File: src/mcem_pkg.sv
// Package for the multichannel edge merge and trigger block.
// Holds the shared constants, register indexes and the sequencer state type.
// No dependencies.
package mcem_pkg;

   localparam int CHANNELS   = 16;
   localparam int TIME_BITS  = 64;
   localparam int CH_BITS    = $clog2(CHANNELS);
   localparam int CNT_BITS   = $clog2(CHANNELS + 1);
   localparam int COUNT_BITS = 5;
   localparam int CSR_BITS   = 16;
   localparam int IDX_BITS   = 2;

   typedef enum logic [IDX_BITS-1:0] {
      REG_ENABLED_MASK      = 2'd0,
      REG_INITIAL_LEVELS    = 2'd1,
      REG_RISE_TRIGGER_MASK = 2'd2,
      REG_FALL_TRIGGER_MASK = 2'd3
   } csr_index_type;

   typedef enum logic [1:0] {
      ST_IDLE,
      ST_CHECK,
      ST_SCAN,
      ST_EMIT
   } state_type;

   localparam logic ACT_SUPPLY  = 1'b0;
   localparam logic ACT_EXHAUST = 1'b1;

endpackage

File: src/mcem_time_ram.sv
// Simple dual-port RAM holding the pending transition time of each channel.
// One write port and one read port with registered read data. Depends on nothing.
module mcem_time_ram #(
   parameter int DEPTH = 16,
   parameter int WIDTH = 64
) (
   input  logic                     clock,
   input  logic                     wr_en,
   input  logic [$clog2(DEPTH)-1:0] wr_addr,
   input  logic [WIDTH-1:0]         wr_data,
   input  logic                     rd_en,
   input  logic [$clog2(DEPTH)-1:0] rd_addr,
   output logic [WIDTH-1:0]         rd_data
);

   logic [WIDTH-1:0] mem [DEPTH];
   logic [WIDTH-1:0] rd_data_ff;

   always_ff @(posedge clock) begin
      if (wr_en) begin
         mem[wr_addr] <= wr_data;
      end
   end

   always_ff @(posedge clock) begin
      if (rd_en) begin
         rd_data_ff <= mem[rd_addr];
      end
   end

   assign rd_data = rd_data_ff;

endmodule

File: src/multichannel_edge_merge_trigger.sv
// Top level of the multichannel edge merge and trigger block.
// Depends on mcem_pkg and mcem_time_ram.
//
// Each item either supplies a channel's next transition time or marks the channel
// exhausted. The pending times live in a one-port-read RAM; the pending, exhausted and
// level bits live in flip-flops. After an item is taken the block checks whether a
// merge is due. If so it reads the sixteen pending times one per cycle and keeps
// the earliest time together with the mask of channels that share it, then emits
// one result and updates the levels. An item that causes a merge occupies the block
// through the accept, the check, the RAM scan and the emit; an item that causes no
// merge returns to idle after the check, and one that finds the stream finished goes
// from the check to the emit for a done result. The emit state is stretched for as
// long as the previous result has not been taken.
// The output is registered, so the next item is taken while a result still waits.
module multichannel_edge_merge_trigger (
   input  logic                                clock,
   input  logic                                reset,
   input  logic                                req_valid,
   output logic                                req_ready,
   input  logic                                req_action,
   input  logic [3:0]                          req_channel,
   input  logic [63:0]                         req_event_time,
   output logic                                rsp_valid,
   input  logic                                rsp_ready,
   output logic [63:0]                         rsp_merged_time,
   output logic [15:0]                         rsp_toggled_channels,
   output logic [4:0]                          rsp_toggle_count,
   output logic [15:0]                         rsp_levels_after,
   output logic                                rsp_trigger_hit,
   output logic                                rsp_all_done,
   input  logic                                csr_write_enable,
   input  logic [mcem_pkg::IDX_BITS-1:0]       csr_index,
   input  logic [mcem_pkg::CSR_BITS-1:0]       csr_write_data
);

   import mcem_pkg::*;

   state_type state_ff, state_in;

   logic [CHANNELS-1:0] enabled_ff, rise_ff, fall_ff;
   logic [CHANNELS-1:0] levels_ff, levels_in;
   logic [CHANNELS-1:0] pending_ff, pending_in;
   logic [CHANNELS-1:0] exhausted_ff, exhausted_in;

   logic [CNT_BITS-1:0]  cnt_ff, cnt_in;
   logic                 rd_valid_ff, rd_valid_in;
   logic [CH_BITS-1:0]   rd_idx_ff, rd_idx_in;
   logic                 have_ff, have_in;
   logic [TIME_BITS-1:0] best_time_ff, best_time_in;
   logic [CHANNELS-1:0]  best_mask_ff, best_mask_in;
   logic                 done_ff, done_in;

   logic                 rsp_valid_ff, rsp_valid_in;
   logic [63:0]          rsp_time_ff;
   logic [15:0]          rsp_mask_ff;
   logic [4:0]           rsp_count_ff;
   logic [15:0]          rsp_levels_ff;
   logic                 rsp_hit_ff;
   logic                 rsp_done_ff;

   logic                 accept;
   logic                 ch_ok;
   logic [CHANNELS-1:0]  ch_bit;
   logic                 store_time;
   logic [CHANNELS-1:0]  live;
   logic [CHANNELS-1:0]  ready_mask;
   logic                 pop_due;
   logic                 finished;
   logic                 scan_issue;
   logic                 scan_last;
   logic                 rsp_free;
   logic                 rsp_load;
   logic [TIME_BITS-1:0] ram_rd_data;
   logic [CHANNELS-1:0]  new_levels;
   logic                 hit;

   // Item acceptance and its effect on the channel bits.
   assign accept     = req_valid && req_ready;
   assign ch_ok      = (32'(req_channel) < CHANNELS) && enabled_ff[req_channel[CH_BITS-1:0]];
   assign ch_bit     = CHANNELS'(1) << req_channel[CH_BITS-1:0];
   assign store_time = accept && ch_ok && (req_action == ACT_SUPPLY)
                       && !exhausted_ff[req_channel[CH_BITS-1:0]]
                       && !pending_ff[req_channel[CH_BITS-1:0]];

   assign live       = enabled_ff & ~exhausted_ff;
   assign ready_mask = pending_ff & enabled_ff;
   assign pop_due    = ((live & ~pending_ff) == '0) && (ready_mask != '0);
   assign finished   = (live == '0) && (ready_mask == '0);

   assign scan_issue = (state_ff == ST_SCAN) && (cnt_ff < CNT_BITS'(CHANNELS));
   assign scan_last  = rd_valid_ff && (rd_idx_ff == CH_BITS'(CHANNELS - 1));

   assign rsp_free   = !rsp_valid_ff || rsp_ready;
   assign rsp_load   = (state_ff == ST_EMIT) && rsp_free;

   assign new_levels = levels_ff ^ best_mask_ff;
   assign hit        = ((best_mask_ff & new_levels & rise_ff)
                        | (best_mask_ff & levels_ff & fall_ff)) != '0;

   mcem_time_ram #(
      .DEPTH (CHANNELS),
      .WIDTH (TIME_BITS)
   ) u_time_ram (
      .clock   (clock),
      .wr_en   (store_time),
      .wr_addr (req_channel[CH_BITS-1:0]),
      .wr_data (req_event_time[TIME_BITS-1:0]),
      .rd_en   (scan_issue),
      .rd_addr (cnt_ff[CH_BITS-1:0]),
      .rd_data (ram_rd_data)
   );

   // Next state.
   always_comb begin
      state_in = state_ff;
      unique case (state_ff)
         ST_IDLE: begin
            if (accept) begin
               state_in = ST_CHECK;
            end
         end
         ST_CHECK: begin
            priority if (pop_due) begin
               state_in = ST_SCAN;
            end else if (finished) begin
               state_in = ST_EMIT;
            end else begin
               state_in = ST_IDLE;
            end
         end
         ST_SCAN: begin
            if (scan_last) begin
               state_in = ST_EMIT;
            end
         end
         ST_EMIT: begin
            if (rsp_free) begin
               state_in = ST_IDLE;
            end
         end
         default: state_in = ST_IDLE;
      endcase
   end

   assign req_ready = (state_ff == ST_IDLE);

   // Datapath and bookkeeping updates.
   always_comb begin
      levels_in    = levels_ff;
      pending_in   = pending_ff;
      exhausted_in = exhausted_ff;
      cnt_in       = cnt_ff;
      rd_valid_in  = scan_issue;
      rd_idx_in    = cnt_ff[CH_BITS-1:0];
      have_in      = have_ff;
      best_time_in = best_time_ff;
      best_mask_in = best_mask_ff;
      done_in      = done_ff;
      rsp_valid_in = rsp_valid_ff && !rsp_ready;

      if (accept && ch_ok) begin
         if (req_action == ACT_EXHAUST) begin
            exhausted_in = exhausted_ff | ch_bit;
         end else if (store_time) begin
            pending_in = pending_ff | ch_bit;
         end
      end

      if (state_ff == ST_CHECK) begin
         cnt_in       = '0;
         have_in      = 1'b0;
         best_mask_in = '0;
         best_time_in = '0;
         done_in      = !pop_due;
      end

      if (scan_issue) begin
         cnt_in = cnt_ff + CNT_BITS'(1);
      end

      // Keep the earliest time and gather every channel that shares it.
      if (rd_valid_ff && ready_mask[rd_idx_ff]) begin
         if (!have_ff || (ram_rd_data < best_time_ff)) begin
            have_in      = 1'b1;
            best_time_in = ram_rd_data;
            best_mask_in = CHANNELS'(1) << rd_idx_ff;
         end else if (ram_rd_data == best_time_ff) begin
            best_mask_in = best_mask_ff | (CHANNELS'(1) << rd_idx_ff);
         end
      end

      if (rsp_load) begin
         rsp_valid_in = 1'b1;
         if (!done_ff) begin
            levels_in  = new_levels;
            pending_in = pending_ff & ~best_mask_ff;
         end
      end

      if (csr_write_enable && (csr_index == REG_INITIAL_LEVELS)) begin
         levels_in = csr_write_data[CHANNELS-1:0];
      end
   end

   always_ff @(posedge clock) begin
      if (reset) begin
         state_ff     <= ST_IDLE;
         enabled_ff   <= '0;
         rise_ff      <= '0;
         fall_ff      <= '0;
         levels_ff    <= '0;
         pending_ff   <= '0;
         exhausted_ff <= '0;
         cnt_ff       <= '0;
         rd_valid_ff  <= 1'b0;
         have_ff      <= 1'b0;
         done_ff      <= 1'b0;
         rsp_valid_ff <= 1'b0;
      end else begin
         state_ff     <= state_in;
         levels_ff    <= levels_in;
         pending_ff   <= pending_in;
         exhausted_ff <= exhausted_in;
         cnt_ff       <= cnt_in;
         rd_valid_ff  <= rd_valid_in;
         have_ff      <= have_in;
         done_ff      <= done_in;
         rsp_valid_ff <= rsp_valid_in;
         if (csr_write_enable) begin
            unique case (csr_index)
               REG_ENABLED_MASK:      enabled_ff <= csr_write_data[CHANNELS-1:0];
               REG_INITIAL_LEVELS:    ;
               REG_RISE_TRIGGER_MASK: rise_ff    <= csr_write_data[CHANNELS-1:0];
               REG_FALL_TRIGGER_MASK: fall_ff    <= csr_write_data[CHANNELS-1:0];
               default:               ;
            endcase
         end
      end
   end

   always_ff @(posedge clock) begin
      rd_idx_ff    <= rd_idx_in;
      best_time_ff <= best_time_in;
      best_mask_ff <= best_mask_in;
      if (rsp_load) begin
         if (done_ff) begin
            rsp_time_ff   <= '0;
            rsp_mask_ff   <= '0;
            rsp_count_ff  <= '0;
            rsp_levels_ff <= 16'(levels_ff);
            rsp_hit_ff    <= 1'b0;
            rsp_done_ff   <= 1'b1;
         end else begin
            rsp_time_ff   <= 64'(best_time_ff);
            rsp_mask_ff   <= 16'(best_mask_ff);
            rsp_count_ff  <= COUNT_BITS'($countones(best_mask_ff));
            rsp_levels_ff <= 16'(new_levels);
            rsp_hit_ff    <= hit;
            rsp_done_ff   <= 1'b0;
         end
      end
   end

   assign rsp_valid            = rsp_valid_ff;
   assign rsp_merged_time      = rsp_time_ff;
   assign rsp_toggled_channels = rsp_mask_ff;
   assign rsp_toggle_count     = rsp_count_ff;
   assign rsp_levels_after     = rsp_levels_ff;
   assign rsp_trigger_hit      = rsp_hit_ff;
   assign rsp_all_done         = rsp_done_ff;

`ifndef SYNTHESIS
   a_done_has_no_toggle: assert property (@(posedge clock) disable iff (reset)
      (rsp_valid_ff && rsp_done_ff) |-> (rsp_mask_ff == '0 && !rsp_hit_ff))
      else $error("finished result carries a toggle");

   a_pop_count: assert property (@(posedge clock) disable iff (reset)
      (rsp_valid_ff && !rsp_done_ff) |->
         (rsp_mask_ff != '0 && 32'(rsp_count_ff) == $countones(rsp_mask_ff)))
      else $error("merged result has a bad toggle mask or count");

   a_pop_clears_pending: assert property (@(posedge clock) disable iff (reset)
      (rsp_load && !done_ff) |=> ((pending_ff & $past(best_mask_ff)) == '0))
      else $error("popped channels still pending");

   a_scan_bound: assert property (@(posedge clock) disable iff (reset)
      cnt_ff <= CNT_BITS'(CHANNELS))
      else $error("scan counter overran");
`endif

endmodule

File: config.mk
export PLATFORM = sky130hd
export DESIGN_NAME = multichannel_edge_merge_trigger
export DESIGN_NICKNAME = d
export VERILOG_FILES = /design/src/mcem_pkg.sv /design/src/mcem_time_ram.sv /design/src/multichannel_edge_merge_trigger.sv
export SDC_FILE = /design/constraint.sdc
export NUM_CORES = 2
export LEC_CHECK = 0
export ABC_AREA = 0
export BUFFER_PORTS_ARGS = -buffer_cell sky130_fd_sc_hd__buf_4
export CORE_ASPECT_RATIO = 2
export CORE_MARGIN = 5
export CORE_UTILIZATION = 55
export CTS_CLUSTER_DIAMETER = 100
export DETAILED_ROUTE_END_ITERATION = 12
export GPL_TIMING_DRIVEN = 0
export PLACE_DENSITY = 0.79
export REMOVE_ABC_BUFFERS = 1
export SLEW_MARGIN = 15
export SYNTH_ARGS = -nofsm -noshare
export SYNTH_HDL_FRONTEND = slang
export SYNTH_SLANG_ARGS = --single-unit
File: constraint.sdc
create_clock -name clock -period 14.31 [get_ports clock]
set_clock_uncertainty 0.1 [all_clocks]
set_input_delay 2.862 -clock clock [delete_from_list [all_inputs] [get_ports clock]]
set_output_delay 2.862 -clock clock [all_outputs]
set_load 0.02 [all_outputs]
==> impl_metrics.tcl <==
set metrics [dict create \
    fmax_mhz 165 \
    cts_num_sinks 1382 \
    cts_root_buf "clkbuf_16" \
    worstSkewPairLatency_ps 720 \
    cts_tree "done" \
    vias_per_cell 6.42 \
    grt_pass1_wl_um 209000 \
    status "complete, no violations" \
    p_int_mw 6.44 \
    switching_share_pct 21.0 \
    ctsResizeCount 0 \
    r2r_cells 11 \
    core_mm2 0.0987 \
    hpwl_um 88900 \
    dieArea_mm2 0.106 \
    switching_power_mw 1.71 \
    end_kind "flop" \
    min_from "rise_ff[4]" \
    fp-row-count 163 \
    grt_pass1_vias 30900 \
    crit_arrival_ps 6370 \
    fill_cells 6370 \
    ant_nets 0 \
    syn2layout_area_growth_pct 15.9 \
    grt_max_degree 108 \
    rr_startpoint "u_time_ram.rd_data[29]" \
    path_class "in -> reg" \
    gp_congestion 0.926 \
    r2r-end "best_time_ff[26]" \
    yosysMostFrequentCell "edfxtp_1" \
    startpoint "req_channel[3]" \
    slowest_delay_ps 840 \
    grtUsageTotal_pct 27.0 \
    critPathLaunchType "input pin" \
    pre_cts_ws_ps 7610 \
    synth-edff-count 1191 \
    async_flop_share_pct 0 \
    cp.required_ps 14610 \
    syn_avg_cell_area_um2 18.5 \
    start_util_pct 55.4 \
    fin_area_mm2 0.0634 \
    grt.overflow.total 0 \
    slew_violations 0 \
    io_buffers 196 \
    wire_per_inst_um 31.1 \
    combPwrFrac_pct 5.3 \
    clk_pin_slew_ps 60 \
    die_y_um 456 \
    post_cts_buffers 0 \
    pwr-share-clk_pct 40.3 \
    cp.depth 8 \
    finalSetupViolCount 0 \
    rrSetupSlack_ps 9800 \
    clockBufferDepth 3 \
    post-route-period-util_pct 42.4 \
    min-delay-path-class "reg -> reg" \
    synthFlopType "edfxtp_1" \
    antenna_found_initial 11 \
    die-width_um 233 \
    synth_area_mm2 0.0547 \
    critPathBufInv 3 \
    tightest_slew_ps 1220 \
    holdWs_ps 363 \
    slew_headroom_pct 18.1 \
    total_power_mw 8.16 \
    drcViolationCount 0 \
    cpLargestDelayFamily "simple AND/OR/NAND/NOR gates" \
    multi_input_area_mm2 0.0142 \
    ys_types 65 \
    worstPathCellList "buf_4 > nand2b_1 > o221ai_1 > a211oi_4 > nand3b_1 > nor2_4 > buf_12 > buf_12" \
    regArea_mm2 0.0396 \
    vdd_drop_max_mv 0.112 \
    initialDrtViolationCount 3472 \
    htree_num_levels 3 \
    fin_crit_ps 6070 \
    finalHoldViolCount 0 \
    p_leak_nw 20.4 \
    drt_first_pass_iters 6 \
    yosysSeqAreaShare_pct 72.4 \
    yosysTopAreaCellShare_pct 65.4 \
    crit_slowest_cell "nor2_4" \
    max_cap_violations 0 \
    ys_ff_latch 1382 \
    cts_made_buffers 108 \
    placed_area_mm2 0.0595 \
    synthTopCellsByArea "edfxtp_1 65%, mux4_2 14%, dfxtp_1 7.0%, ha_1 2.3%, nor2_1 1.6%" \
    synth_top_area_cell "edfxtp_1" \
    drive_gt1_share_pct 27.2 \
    cp_max_fo 17 \
    p_per_area_mw_per_mm2 129 \
    yosys_warnings 0 \
    crit_path_frequent_cell "buf_12" \
    ios 197 \
    final_nets 3417 \
    p_seq_share_pct 54.4 \
    routed_wl_um 144000 \
    hold_buffers 0 \
    rsz0062_at_grt "false" \
    worstSetupEndpoint "u_time_ram.mem[2][22]" \
    synth_commonest_cells "1191 x edfxtp_1, 329 x mux4_2, 236 x nor2_1" \
    syn_inst 2963 \
    setup_ws_ps 8240 \
    vias 29700 \
]
sequential cells by signal, summed over array words and instances, names as in the netlist, 64 cells and up, named ones only:
register and flops:
u_time_ram.mem 1024, best_time_ff 64, rsp_merged_time 64, u_time_ram.rd_data 64
stage by stage:
step                      utilization, %  setup TNS (ps)  std cells
final                               64.2               0       4634
after global routing                64.2               0       4629
after CTS                           64.2               0       4627
after detailed placement            60.2               0       4423
after global placement              57.9          -88270       4331
after floorplan                        -               0       2815
worst min path at each step:
stage / cells after the start / slack, ps / to
5_1_grt: 2 / 380 / rise_ff[4]
4_1_cts: 2 / 360 / rise_ff[2]
6_report: 2 / 360 / rise_ff[4]
2_1_floorplan: 2 / 330 / fall_ff[12]
3_5_place_dp: 2 / 350 / rise_ff[2]
3_3_place_gp: 2 / 340 / rise_ff[11]
area by class of cell:
cell class                 count  share of cell area, %
sequential                  1382                   62.5
multi-input combinational   1332                   22.4
timing repair buffer         288                   5.73
clock buffer                 127                   4.53
tap                         1320                   2.61
clock inverter                77                   1.59
inverter                     101                  0.602
antenna                        7                 0.0276
power by group through the flow:
stage | combinational, mW | clock, mW | sequential, mW
detailed placement | 0.424 | 0 | 4.53
global placement | 0.420 | 0 | 4.58
global route | 0.462 | 3.49 | 4.44
floorplan | 0.259 | 0 | 4.56
CTS | 0.433 | 3.32 | 4.44
finish | 0.433 | 3.28 | 4.44
worst min-delay path, stage by stage (launching register included):
cell     delay [ps]
dfxtp_1         310
nand2_1          50
a21oi_1          50
metal layers:
| layer | global-route usage, % | vias up | wire length [um] |
|---|---|---|---|
| met5 | 0 | - | 53 |
| met4 | 12.4 | 8 | 7800 |
| met3 | 4.99 | 389 | 11600 |
| met2 | 47.0 | 1859 | 75500 |
| met1 | 32.8 | 15300 | 49200 |
| li1 | - | 12200 | - |
cell families after synthesis:
group           synth area share [%]
compound gates                  2.67
xor+xnor                      0.0320
fa+ha+maj                       2.70
buf+inv                         1.91
flops                           72.4
mux                             15.7
simple gates                    4.58
cells in the final DEF, fill, tap and decap left out, types with 27 or more instances in the layout:
cell / instances
buf_16: 46
edfxtp_1: 1191
nor2_1: 219
mux2i_1: 33
mux2_4: 37
mux2_2: 27
dfxtp_1: 186
buf_4: 197
a21oi_1: 110
inv_1: 100
buf_12: 43
clkbuf_16: 111
mux4_2: 329
ha_1: 102
nor3_1: 54
nand2_1: 159
Power figures use the tool's default switching activity.
